## src/rtl/tafp_pkg.sv

```systemverilog
// Types, codes and helper functions of the animation frame parser.
package tafp_pkg;

    // Parser phases, one-hot.
    typedef enum logic [3:0] {
        PH_HEADER  = 4'b0001,
        PH_OPTIONS = 4'b0010,
        PH_CONTENT = 4'b0100,
        PH_ERROR   = 4'b1000
    } phase_t;

    // Result kinds.
    localparam logic [1:0] KIND_FRAME  = 2'd0;
    localparam logic [1:0] KIND_HEADER = 2'd1;
    localparam logic [1:0] KIND_END    = 2'd2;

    // End report status codes.
    localparam logic [2:0] ST_OK        = 3'd0;
    localparam logic [2:0] ST_MAGIC     = 3'd1;
    localparam logic [2:0] ST_HEX       = 3'd2;
    localparam logic [2:0] ST_OPTION    = 3'd3;
    localparam logic [2:0] ST_LENGTH    = 3'd4;
    localparam logic [2:0] ST_TRUNCATED = 3'd5;

    // Special characters.
    localparam logic [7:0] CH_LF      = 8'h0A;
    localparam logic [7:0] CH_CR      = 8'h0D;
    localparam logic [7:0] CH_BAR     = 8'h7C;
    localparam logic [7:0] CH_FULL    = 8'h46;
    localparam logic [7:0] CH_REVERSE = 8'h52;
    localparam logic [7:0] RATE_DEFAULT = 8'd4;

    // Header layout: three magic bytes, then width, height and rate digits.
    localparam logic [3:0] POS_WIDTH  = 4'd3;
    localparam logic [3:0] POS_HEIGHT = 4'd6;
    localparam logic [3:0] POS_RATE   = 4'd9;
    localparam logic [3:0] POS_LAST   = 4'd10;

    // Result queue geometry.
    localparam int QDEPTH = 4;
    localparam int QPTR_W = 2;
    localparam int QCNT_W = 3;

    // One result item.
    typedef struct packed {
        logic [1:0]  kind;
        logic [7:0]  out_byte;
        logic        frame_end;
        logic [11:0] frame_width;
        logic [11:0] frame_height;
        logic [7:0]  play_rate;
        logic        full_screen;
        logic        play_reverse;
        logic [15:0] frame_total;
        logic [2:0]  status;
        logic        final_res;
    } result_t;

    // Expected magic byte at header positions zero to two.
    function automatic logic [7:0] magic_char(input logic [1:0] idx);
        logic [7:0] c;
        case (idx)
            2'd0:    c = 8'h4C;
            2'd1:    c = 8'h41;
            default: c = 8'h46;
        endcase
        return c;
    endfunction

    // Uppercase hex digit decode: bit 4 is the valid flag, bits 3:0 the value.
    function automatic logic [4:0] hex_decode(input logic [7:0] b);
        logic [4:0] r;
        r = 5'd0;
        if (b >= 8'h30 && b <= 8'h39) begin
            r = {1'b1, 4'(b - 8'h30)};
        end else if (b >= 8'h41 && b <= 8'h46) begin
            r = {1'b1, 4'(b - 8'h37)};
        end
        return r;
    endfunction

endpackage

```

## src/rtl/text_animation_frame_parser_unit.sv

```systemverilog
// Top level of the animation frame parser: byte parsing and result queue.
//
// Usage: file bytes arrive one per item on the item channel (item_valid,
// item_stall, data_byte, file_end); file_end marks the last byte of a file.
// Results leave on the result channel (result_valid, result_stall and the
// result fields). A byte gives zero to three results: a frame byte, an
// inserted newline after each row, a header summary on the terminator and
// an end report on the final byte of the file.
// The results of an accepted item are written into the result queue and
// offered from its head in order. Throughput: one item per cycle as long as
// results drain one per cycle; the figure is set by the four-entry result
// queue and its single read port, so items that give two or three results
// take as many queue reads. item_stall is high while more than one result
// waits in the queue. A stalled receiver holds the current result; the
// queue then fills and the block stalls its input.
// Reset puts the parser in the header phase with all counters cleared and
// empties the queue. After each end report the parser returns to that state.
module text_animation_frame_parser_unit (
    input  logic        clk,
    input  logic        rst_n,
    input  logic        item_valid,
    output logic        item_stall,
    input  logic [7:0]  data_byte,
    input  logic        file_end,
    output logic        result_valid,
    input  logic        result_stall,
    output logic [1:0]  kind,
    output logic [7:0]  out_byte,
    output logic        frame_end,
    output logic [11:0] frame_width,
    output logic [11:0] frame_height,
    output logic [7:0]  play_rate,
    output logic        full_screen,
    output logic        play_reverse,
    output logic [15:0] frame_total,
    output logic [2:0]  status,
    output logic        final_res
);
    import tafp_pkg::*;

    // Parser state.
    phase_t      phase_reg, phase_next;
    logic [3:0]  header_pos_reg, header_pos_next;
    logic [11:0] width_reg, width_next;
    logic [11:0] height_reg, height_next;
    logic [7:0]  rate_reg, rate_next;
    logic [1:0]  flags_reg, flags_next;
    logic [11:0] column_reg, column_next;
    logic [11:0] row_reg, row_next;
    logic [15:0] frames_reg, frames_next;
    logic [2:0]  error_reg, error_next;

    // Result queue.
    result_t           queue_reg [QDEPTH];
    logic [QPTR_W-1:0] wr_ptr_reg, wr_ptr_next;
    logic [QPTR_W-1:0] rd_ptr_reg, rd_ptr_next;
    logic [QCNT_W-1:0] count_reg, count_next;

    // Results of the current item.
    result_t    main_rec, nl_rec, rep_rec;
    logic       main_vld, nl_vld, rep_vld;
    result_t    slot [3];
    logic [1:0] push_n;
    logic       accept, pop;

    // Handshakes.
    assign item_stall   = (count_reg > QCNT_W'(1));
    assign accept       = item_valid && !item_stall;
    assign result_valid = (count_reg != '0);
    assign pop          = result_valid && !result_stall;

    // Parse one byte and form its results.
    always_comb
    begin
        logic [4:0]  hex;
        logic [7:0]  rate_tmp;
        logic [11:0] col_inc;
        logic [11:0] row_inc;
        logic [2:0]  st;

        phase_next      = phase_reg;
        header_pos_next = header_pos_reg;
        width_next      = width_reg;
        height_next     = height_reg;
        rate_next       = rate_reg;
        flags_next      = flags_reg;
        column_next     = column_reg;
        row_next        = row_reg;
        frames_next     = frames_reg;
        error_next      = error_reg;
        main_rec        = '0;
        nl_rec          = '0;
        rep_rec         = '0;
        main_vld        = 1'b0;
        nl_vld          = 1'b0;
        rep_vld         = 1'b0;
        hex             = hex_decode(data_byte);
        rate_tmp        = {rate_reg[3:0], hex[3:0]};
        col_inc         = column_reg + 12'd1;
        row_inc         = row_reg + 12'd1;
        st              = ST_OK;

        if (data_byte != CH_LF && data_byte != CH_CR) begin
            unique case (phase_reg)
                PH_HEADER:
                begin
                    if (header_pos_reg < POS_WIDTH) begin
                        if (data_byte != magic_char(header_pos_reg[1:0])) begin
                            phase_next = PH_ERROR;
                            error_next = ST_MAGIC;
                        end
                    end else if (!hex[4]) begin
                        phase_next = PH_ERROR;
                        error_next = ST_HEX;
                    end else if (header_pos_reg < POS_HEIGHT) begin
                        width_next = {width_reg[7:0], hex[3:0]};
                    end else if (header_pos_reg < POS_RATE) begin
                        height_next = {height_reg[7:0], hex[3:0]};
                    end else if (header_pos_reg >= POS_LAST) begin
                        rate_next  = (rate_tmp == 8'd0) ? RATE_DEFAULT : rate_tmp;
                        phase_next = PH_OPTIONS;
                    end else begin
                        rate_next = rate_tmp;
                    end
                    if (phase_next == PH_HEADER) begin
                        header_pos_next = header_pos_reg + 4'd1;
                    end
                end
                PH_OPTIONS:
                begin
                    if (data_byte == CH_BAR) begin
                        main_vld              = 1'b1;
                        main_rec.kind         = KIND_HEADER;
                        main_rec.frame_width  = width_reg;
                        main_rec.frame_height = height_reg;
                        main_rec.play_rate    = rate_reg;
                        main_rec.full_screen  = flags_reg[0];
                        main_rec.play_reverse = flags_reg[1];
                        if (width_reg == 12'd0 || height_reg == 12'd0) begin
                            phase_next = PH_ERROR;
                            error_next = ST_LENGTH;
                        end else begin
                            phase_next = PH_CONTENT;
                        end
                    end else if (data_byte == CH_FULL) begin
                        flags_next = flags_reg | 2'b01;
                    end else if (data_byte == CH_REVERSE) begin
                        flags_next = flags_reg | 2'b10;
                    end else begin
                        phase_next = PH_ERROR;
                        error_next = ST_OPTION;
                    end
                end
                PH_CONTENT:
                begin
                    main_vld          = 1'b1;
                    main_rec.kind     = KIND_FRAME;
                    main_rec.out_byte = data_byte;
                    if (col_inc >= width_reg) begin
                        // Row complete: insert a newline, and close the frame
                        // after its last row.
                        column_next     = 12'd0;
                        nl_vld          = 1'b1;
                        nl_rec.kind     = KIND_FRAME;
                        nl_rec.out_byte = CH_LF;
                        if (row_inc >= height_reg) begin
                            nl_rec.frame_end = 1'b1;
                            row_next         = 12'd0;
                            if (frames_reg != 16'hFFFF) begin
                                frames_next = frames_reg + 16'd1;
                            end
                        end else begin
                            row_next = row_inc;
                        end
                    end else begin
                        column_next = col_inc;
                    end
                end
                PH_ERROR:
                begin
                    // Swallow everything until the end of the file.
                end
                default:
                begin
                end
            endcase
        end

        // End report on the final byte, then back to the reset state.
        if (file_end) begin
            if (phase_next == PH_ERROR) begin
                st = error_next;
            end else if (phase_next != PH_CONTENT) begin
                st = ST_TRUNCATED;
            end else if (column_next != 12'd0 || row_next != 12'd0) begin
                st = ST_LENGTH;
            end
            rep_vld             = 1'b1;
            rep_rec.kind        = KIND_END;
            rep_rec.frame_total = frames_next;
            rep_rec.status      = st;
            rep_rec.final_res   = 1'b1;
            phase_next          = PH_HEADER;
            header_pos_next     = 4'd0;
            width_next          = 12'd0;
            height_next         = 12'd0;
            rate_next           = 8'd0;
            flags_next          = 2'd0;
            column_next         = 12'd0;
            row_next            = 12'd0;
            frames_next         = 16'd0;
            error_next          = ST_OK;
        end
    end

    // Pack the results in order; a newline always follows a frame byte.
    always_comb
    begin
        slot[0] = main_vld ? main_rec : rep_rec;
        slot[1] = nl_vld ? nl_rec : rep_rec;
        slot[2] = rep_rec;
        push_n  = 2'(main_vld) + 2'(nl_vld) + 2'(rep_vld);
    end

    // Queue pointers and fill count.
    always_comb
    begin
        wr_ptr_next = wr_ptr_reg;
        rd_ptr_next = rd_ptr_reg;
        count_next  = count_reg;
        if (accept) begin
            wr_ptr_next = wr_ptr_reg + QPTR_W'(push_n);
            count_next  = count_next + QCNT_W'(push_n);
        end
        if (pop) begin
            rd_ptr_next = rd_ptr_reg + QPTR_W'(1);
            count_next  = count_next - QCNT_W'(1);
        end
    end

    // Control and parser state registers.
    always_ff @(posedge clk or negedge rst_n)
    begin
        if (!rst_n) begin
            phase_reg      <= PH_HEADER;
            header_pos_reg <= 4'd0;
            width_reg      <= 12'd0;
            height_reg     <= 12'd0;
            rate_reg       <= 8'd0;
            flags_reg      <= 2'd0;
            column_reg     <= 12'd0;
            row_reg        <= 12'd0;
            frames_reg     <= 16'd0;
            error_reg      <= ST_OK;
            wr_ptr_reg     <= '0;
            rd_ptr_reg     <= '0;
            count_reg      <= '0;
        end else begin
            if (accept) begin
                phase_reg      <= phase_next;
                header_pos_reg <= header_pos_next;
                width_reg      <= width_next;
                height_reg     <= height_next;
                rate_reg       <= rate_next;
                flags_reg      <= flags_next;
                column_reg     <= column_next;
                row_reg        <= row_next;
                frames_reg     <= frames_next;
                error_reg      <= error_next;
            end
            wr_ptr_reg <= wr_ptr_next;
            rd_ptr_reg <= rd_ptr_next;
            count_reg  <= count_next;
        end
    end

    // Queue storage: write the packed results of an accepted item.
    always_ff @(posedge clk)
    begin
        for (int i = 0; i < 3; i++) begin
            if (accept && (2'(i) < push_n)) begin
                queue_reg[wr_ptr_reg + QPTR_W'(i)] <= slot[i];
            end
        end
    end

    // Result outputs from the head of the queue.
    always_comb
    begin
        result_t head;
        head         = queue_reg[rd_ptr_reg];
        kind         = head.kind;
        out_byte     = head.out_byte;
        frame_end    = head.frame_end;
        frame_width  = head.frame_width;
        frame_height = head.frame_height;
        play_rate    = head.play_rate;
        full_screen  = head.full_screen;
        play_reverse = head.play_reverse;
        frame_total  = head.frame_total;
        status       = head.status;
        final_res    = head.final_res;
    end

endmodule

```

## config.mk

```make
export PLATFORM = sky130hd
export DESIGN_NAME = text_animation_frame_parser_unit
export DESIGN_NICKNAME = d
export VERILOG_FILES = /design/src/rtl/tafp_pkg.sv /design/src/rtl/text_animation_frame_parser_unit.sv
export SDC_FILE = /design/constraint.sdc
export NUM_CORES = 1
export LEC_CHECK = 0
export BUFFER_PORTS_ARGS = -buffer_cell sky130_fd_sc_hd__buf_4
export CORE_AREA = 10 10 273 275
export DETAILED_ROUTE_END_ITERATION = 10
export DIE_AREA = 0 0 283 285
export GPL_ROUTABILITY_DRIVEN = 0
export GPL_TIMING_DRIVEN = 0
export PLACE_DENSITY = 0.44
export SYNTH_ARGS = -nofsm -noshare
export SYNTH_HDL_FRONTEND = slang
export SYNTH_SLANG_ARGS = --single-unit
```

## constraint.sdc

```tcl
create_clock -name clk -period 6.3 [get_ports clk]
set_clock_uncertainty 0.15 [all_clocks]
set_input_delay 1.26 -clock clk [delete_from_list [all_inputs] [get_ports clk]]
set_output_delay 1.26 -clock clk [all_outputs]
set_load 0.01 [all_outputs]
```

==> impl_metrics.py, run 1 <==
metrics = {
    "floorplanning": {
        "dieHeight_um": 285,
        "fp.dieArea_sq_mm": 0.0807,
        "ios": 80,
        "fp-row-count": 97,
        "start_util_pct": 24.6,
        "core_sq_mm": 0.0693,
        "die_x_um": 283,
    },
    "sta": {
        "fmax_mhz": 168,
        "rsz0062_at_grt": "no",
        "period_needed_ns": 5.95,
        "relSlewSlack_pct": 14.2,
        "fin_tns_setup_ns": 0,
        "hold_viol_final": 0,
        "finalSetupViolCount": 0,
        "finalCritPeriodShare_pct": 94.4,
        "slew_violations": 0,
        "worst_slew_pin_slew_ns": 1.29,
    },
    "logic_synthesis": {
        "synthXorXnorAreaFrac_pct": 1.95,
        "mappedNetlistArea_sq_mm": 0.0171,
        "yosys-top-cells-count": "dfxtp_1, a22o_1, nor2_1, nand2_1, clkbuf_1",
        "ys.warnings.count": 0,
        "synth_cell_type_count": 80,
        "async_reset_ff_share_pct": 26.4,
        "synthTopCellsByArea": "dfxtp_1, edfxtp_1, dfrtp_1",
        "ys.flop_type": "dfxtp_1",
        "synth-compound-area-share_pct": 19.1,
        "seq_area_frac_synth_pct": 48.2,
        "synth_fp_nets": 1653,
        "muxShareOfSynthArea_pct": 11.0,
        "synth_top_area_share_pct": 20.6,
        "ys_ff_latch": 348,
        "synth_top_family_by_area": "compound AO/OA/AOI/OAI gates",
        "synth_area_per_cell_sq_um": 10.7,
        "synth_adder_area_share_pct": 3.09,
        "syn_inst": 1599,
        "synth-edff-count": 80,
        "yosysTopAreaCell": "dfxtp_1",
        "synth_most_common_cell": "dfxtp_1",
        "yosys.area_share.simple_pct": 12.6,
    },
    "cts": {
        "holdBufCountCts": 0,
        "clk_transition_reported_paths_ns": 0.06,
        "max-clock-path-buffers": 3,
        "worstSkewPairLatency_ns": 0.57,
        "htreeDepth": 2,
        "cts.sinks": 348,
        "cts_made_buffers": 40,
        "cts_tree": "done",
        "root_buffer": "clkbuf_16",
    },
    "global_routing": {
        "first_global_vias": 13600,
        "grt_usage_pct": 14.5,
        "grt-ovfl-total": 0,
        "grt_max_degree": 93,
        "antenna_found_initial": 2,
        "grt_pass1_wl_um": 90400,
    },
    "cells_and_area": {
        "final_nets": 1792,
        "antenna_cells": 0,
        "drive_gt1_share_pct": 19.2,
        "final_cell_area_sq_mm": 0.0206,
        "area_growth_pct": 20.7,
        "largest_reg_flops": 256,
    },
    "critical_path": {
        "worstPathArrival_ns": 6.20,
        "r2r_slack_ns": 0.35,
        "crit_type": "flip-flop to flip-flop",
        "crit_path_start_kind": "flip-flop",
        "worstSetupEndpointType": "flip-flop",
        "required_ns": 6.55,
        "ff2ff_path_depth": 20,
        "cp_max_fo": 10,
    },
    "pwr": {
        "p_leak_nw": 7.84,
        "cell_internal_pwr_mw": 4.81,
        "p_sw_share_pct": 36.4,
        "ir_worst_vdd_mv": 0.178,
        "p_comb_share_pct": 33.5,
        "p_per_area_mw_per_mm2": 367,
        "p_clk_share_pct": 30.4,
        "power_switching_mw": 2.75,
        "seq_power_share_pct": 36.1,
    },
    "routing": {
        "avgViaCountPerCell": 5.11,
        "ant_nets": 0,
        "drt-pass1-iter-count": 5,
        "dr_total_vias": 13800,
        "drc": 0,
        "drt-total-wl_um": 60500,
        "wl_per_cell_um": 22.3,
        "initialDrtViolationCount": 1153,
    },
    "place": {
        "post_dp_cell_area_sq_mm": 0.0188,
        "hpwl_um": 42300,
        "io_buffers": 75,
    },
    "flow_run": {
        "maxCapViolCount": 0,
    },
    "hold_path": {
        "hold-path-cell-count": 1,
        "hold_class": "flip-flop to flip-flop",
    },
    "run_status": {
        "outcome": "completed",
    },
}
stage by stage:
stage | std cells | worst slack (ns) | utilization [%] | total power, mW | hold WS (ns)
global placement | 2614 | -2.25 | 27.1 | 5.23 | 0.280
floorplan | 1599 | 0.421 | - | 4.30 | 0.270
detailed placement | 2614 | -1.78 | 27.1 | 5.25 | 0.291
global route | 2709 | 0.0198 | 29.7 | 7.99 | 0.327
finish | 2709 | 0.350 | 29.7 | 7.56 | 0.305
CTS | 2690 | 0.00755 | 29.3 | 7.60 | 0.306
layer usage:
layer  track usage (%)  up-vias  part of all wire [%]  wire (um)
met5                 0        -                 0.012          7
met4              4.76        2                   2.6       1560
met3              2.40       80                   4.8       2930
met2              24.3      384                    48      29300
met1              18.7     7073                    44      26700
li1                  -     6297                     -          -
area by class of cell:
type	count	area (sq um)
clock buffers	58	1160
plain buffers	121	515
repair buffers	100	837
well taps	940	1180
inverters	49	203
flip-flops and latches	348	8230
fillers	7148	48700
repair inverters	4	30.0
clock inverters	15	109
multi-input cells	1074	8330
path summary, 6_finish.rpt:
check                                                      to                          start
worst min register to register  queue_reg[0][63]$_SDFFE_PP0P_  queue_reg[0][63]$_SDFFE_PP0P_
worst min-delay path            queue_reg[0][63]$_SDFFE_PP0P_  queue_reg[0][63]$_SDFFE_PP0P_
worst max register to register      queue_reg[0][8]$_DFFE_PP_      column_reg[0]$_DFFE_PN0P_
worst max-delay path                queue_reg[0][8]$_DFFE_PP_      column_reg[0]$_DFFE_PN0P_
max in group asynchronous           column_reg[1]$_DFFE_PN0P_                          rst_n
min in group asynchronous           wr_ptr_reg[0]$_DFFE_PN0P_                          rst_n
power by group through the flow:
stage                     Combinational, mW  Clock, mW  Sequential, mW
after floorplan                        1.62          0            2.68
after global placement                 2.47          0            2.76
after detailed placement               2.49          0            2.77
after CTS                              2.52       2.35            2.73
after global routing                   2.78       2.44            2.76
final                                  2.53       2.30            2.73
repair_timing:
item | CTS | global route
setup buffers | 4 | 20
cloned | 4 | 0
endpoints found under the setup margin | 306 | 302
resized for setup | 55 | 40
pin swaps | 1 | 4
cell families after synthesis:
group	count (synthesis)
and+or+nand+nor	451
muxes	105
AOI/OAI and AO/OA	439
buffers and inverters	177
xor gates and xnor gates	38
DFF	348
adders and majority gates	41
cells in the final DEF, fill, tap and decap left out, types with 15 or more instances in the layout:
cell / instances
dfxtp_1: 176
a22o_1: 174
nor2_1: 140
nand2_1: 120
buf_4: 96
dfrtp_1: 91
edfxtp_1: 80
clkbuf_1: 79
o21ai_0: 77
mux4_2: 64
a21oi_1: 50
inv_1: 44
clkbuf_16: 42
ha_1: 38
nor3_1: 35
clkbuf_2: 27
nand3_1: 26
mux2i_1: 24
xnor2_1: 23
o31ai_1: 22
and3_1: 19
mux2_2: 17
a22oi_1: 15
worst max-delay path, stage by stage (launching register included):
cell and delay, ns:
dfrtp_1 0.48, and3_1 0.24, nand3_2 0.18, nor2_2 0.23
nand3_1 0.12, xnor2_1 0.25, ha_1 0.31, a21oi_1 0.19
o21a_1 0.27, o211ai_1 0.22, nand2_2 0.16, clkinvlp_4 0.19
buf_2 0.25, clkbuf_2 0.25, fa_2 0.65, nor2_2 0.09
or4_4 0.54, o21ai_2 0.28, nand2_1 0.22, or3_1 0.41
o21ai_0 0.09
(Power assumes the default switching activity.)
==> inputs of run 2 (changes only) <==
--- a/config.mk
+++ b/config.mk
@@ -6,12 +6,13 @@
 export NUM_CORES = 1
 export LEC_CHECK = 0
 export BUFFER_PORTS_ARGS = -buffer_cell sky130_fd_sc_hd__buf_4
-export CORE_AREA = 10 10 273 275
+export CORE_AREA = 10 10 246 248
 export DETAILED_ROUTE_END_ITERATION = 10
-export DIE_AREA = 0 0 283 285
+export DIE_AREA = 0 0 256 258
 export GPL_ROUTABILITY_DRIVEN = 0
 export GPL_TIMING_DRIVEN = 0
-export PLACE_DENSITY = 0.44
+export PLACE_DENSITY = 0.51
+export SKIP_LAST_GASP = 1
 export SYNTH_ARGS = -nofsm -noshare
 export SYNTH_HDL_FRONTEND = slang
 export SYNTH_SLANG_ARGS = --single-unit
==> impl_metrics.py, run 2 (synthesis gave the netlist of run 1 again) <==
metrics = {
    "sta": {
        "period_needed_ns": 6.07,
        "relSlewSlack_pct": 16.8,
        "whs_ns": 0.315,
        "worst_slew_pin_slew_ns": 1.25,
        "slew_violations": 0,
        "hold_viol_final": 0,
        "finalCritPeriodShare_pct": 96.3,
        "finalSetupViolCount": 0,
        "fmax_mhz": 165,
        "setup_ws_ns": 0.234,
    },
    "cts": {
        "worstSkewPairLatency_ns": 0.56,
        "max-clock-path-buffers": 3,
        "cts_made_buffers": 39,
        "holdBufCountCts": 0,
        "root_buffer": "clkbuf_16",
        "cts.sinks": 348,
        "clk_transition_reported_paths_ns": 0.06,
        "cts_tree": "done",
        "htreeDepth": 2,
    },
    "cells_and_area": {
        "layout_commonest_cell": "dfxtp_1",
        "antenna_cells": 0,
        "area_growth_pct": 18.4,
        "most-common-layout-cells": "dfxtp_1, a22o_1, nor2_1",
        "fillers": 5617,
        "largest_reg_flops": 256,
        "final_nets": 1783,
        "drive_gt1_share_pct": 17.7,
    },
    "critical_path": {
        "crit_type": "input pin to flip-flop",
        "path_cells": "buf_4 -> clkbuf_1 -> inv_1 -> ha_1 -> mux2_2 -> a31oi_1 -> a21oi_1 -> inv_1 -> fa_1 -> clkbuf_1 -> inv_1 -> or4_1 -> clkbuf_1 -> nor2_1 -> a21oi_2 -> nor3_1",
        "crit_path_start_kind": "input pin",
        "ff2ff_path_depth": 19,
        "crit_path_top_delay_cell": "a31oi_1",
        "reg2reg_from": "column_reg[0]$_DFFE_PN0P_",
        "worstSetupEndpointType": "flip-flop",
        "r2r-end": "queue_reg[3][3]$_DFFE_PP_",
        "r2r_slack_ns": 0.36,
        "required_ns": 6.54,
        "critPathBufInv": 7,
        "cp_max_fo": 10,
        "worstPathArrival_ns": 6.31,
        "critPathTopFamily": "buffers and inverters",
        "slowest_delay_ns": 0.58,
    },
    "floorplanning": {
        "die_x_um": 256,
        "start_util_pct": 30.6,
        "core_sq_mm": 0.0557,
        "fp-row-count": 87,
        "fp.dieArea_sq_mm": 0.0660,
        "dieHeight_um": 258,
        "ios": 80,
    },
    "hold_path": {
        "hold_class": "flip-flop to flip-flop",
        "min_to": "queue_reg[3][58]$_SDFFE_PP0P_",
        "hold-path-cell-count": 2,
        "hp-start": "queue_reg[3][58]$_SDFFE_PP0P_",
    },
    "global_routing": {
        "grt_max_degree": 93,
        "grt-ovfl-total": 0,
        "grt_usage_pct": 16.6,
        "grt_pass1_wl_um": 86200,
        "antenna_found_initial": 0,
        "first_global_vias": 13500,
    },
    "place": {
        "hpwl_um": 39700,
        "dpl_worst_slack_ns": -1.70,
        "io_buffers": 75,
    },
    "routing": {
        "dr_total_vias": 13700,
        "drt-total-wl_um": 56200,
        "avgViaCountPerCell": 5.46,
        "ant_nets": 0,
        "drt-pass1-iter-count": 8,
        "drc": 0,
        "initialDrtViolationCount": 1224,
        "wl_per_cell_um": 22.3,
    },
    "pwr": {
        "p_total_mw": 7.56,
        "cell_internal_pwr_mw": 4.84,
        "p_comb_share_pct": 32.7,
        "seq_power_share_pct": 36.2,
        "p_clk_share_pct": 31.1,
        "p_leak_nw": 7.74,
        "p_per_area_mw_per_mm2": 374,
        "p_sw_share_pct": 36.1,
        "ir_worst_vdd_mv": 0.216,
        "power_switching_mw": 2.73,
    },
    "run_status": {
        "outcome": "completed",
    },
    "flow_run": {
        "maxCapViolCount": 0,
    },
}
## run 2: cell count changes in the layout (fill, tap and decap cells not counted), moves of 4 or more
cell      before  now
clkbuf_1      79   87
clkbuf_2      27   19
buf_4         96   90
buf_12         5    1
clkinv_4       0    4
nor2_1       140  144
## run 2: power by group through the flow
stage	Clock, mW	Sequential, mW	Combinational [mW]
3_5_place_dp	0	2.78	2.44
2_1_floorplan	0	2.68	1.62
3_3_place_gp	0	2.77	2.42
4_1_cts	2.39	2.73	2.48
5_1_grt	2.48	2.76	2.70
6_report	2.35	2.74	2.48
## run 2: repair_timing
item	CTS	global route
setup buffers	10	4
cloned	4	0
setup endpoints to repair	299	313
gates resized for setup	45	14
pin swaps	1	0
## run 2: worst max-delay path by stage
| stage | from | depth (start not counted) | slack (ns) | to |
|---|---|---|---|---|
| global route | data_byte[0] | 17 | -0.02 | queue_reg[1][3]$_DFFE_PP_ |
| finish | data_byte[0] | 16 | 0.23 | queue_reg[3][3]$_DFFE_PP_ |
| CTS | column_reg[3]$_DFFE_PN0P_ | 22 | -0.11 | queue_reg[1][8]$_DFFE_PP_ |
| detailed placement | data_byte[0] | 19 | -1.70 | queue_reg[1][1]$_DFFE_PP_ |
| global placement | data_byte[0] | 19 | -1.71 | queue_reg[1][1]$_DFFE_PP_ |
| floorplan | data_byte[0] | 18 | 0.42 | queue_reg[1][1]$_DFFE_PP_ |
## run 2: cell type report
cell class / instances / area (sq um) / area share [%]
sequential: 348 / 8230 / 40.7
timing repair buffer: 90 / 712 / 3.52
clock buffer: 54 / 1160 / 5.73
timing repair inverter: 4 / 27.5 / 0.136
clock inverter: 17 / 156 / 0.774
inverter: 49 / 203 / 1.00
tap: 756 / 946 / 4.68
multi-input combinational: 1074 / 8260 / 40.9
buffer: 123 / 510 / 2.53
## run 2: worst register-to-register path, cell delays in order (launching register included)
cell        delay (ns)
dfrtp_1           0.49
ha_1              0.34
and4_1            0.27
nand2_1           0.10
xnor2_2           0.20
ha_1              0.29
and2_1            0.13
o2111ai_1         0.18
o211ai_1          0.40
nand2_2           0.14
clkinvlp_4        0.19
clkbuf_2          0.28
fa_1              0.23
clkbuf_1          0.34
inv_1             0.24
or4_1             0.57
clkbuf_1          0.26
nor2_1            0.53
a21oi_2           0.23
nor3_1            0.23
## run 2: metrics by stage
step | util [%] | std cells | cell area, sq um | setup TNS, ns
after floorplan | - | 1599 | 17100 | 0
after global placement | 33.3 | 2430 | 18600 | -238.38
final | 36.3 | 2515 | 20200 | 0
after detailed placement | 33.3 | 2430 | 18600 | -244.40
after CTS | 36.1 | 2511 | 20100 | -1.51
after global routing | 36.3 | 2515 | 20200 | -0.0303
## run 2: per-layer routing
metal / up-vias / global-route usage, % / routed length [um] / part of all wire, %
met3: 93 / 2.40 / 3030 / 5.4
met2: 479 / 27.9 / 27100 / 48
li1: 6299 / - / - / -
met5: - / 0 / 0 / 0
met1: 6859 / 22.0 / 24700 / 44
met4: 0 / 4.91 / 1350 / 2.4
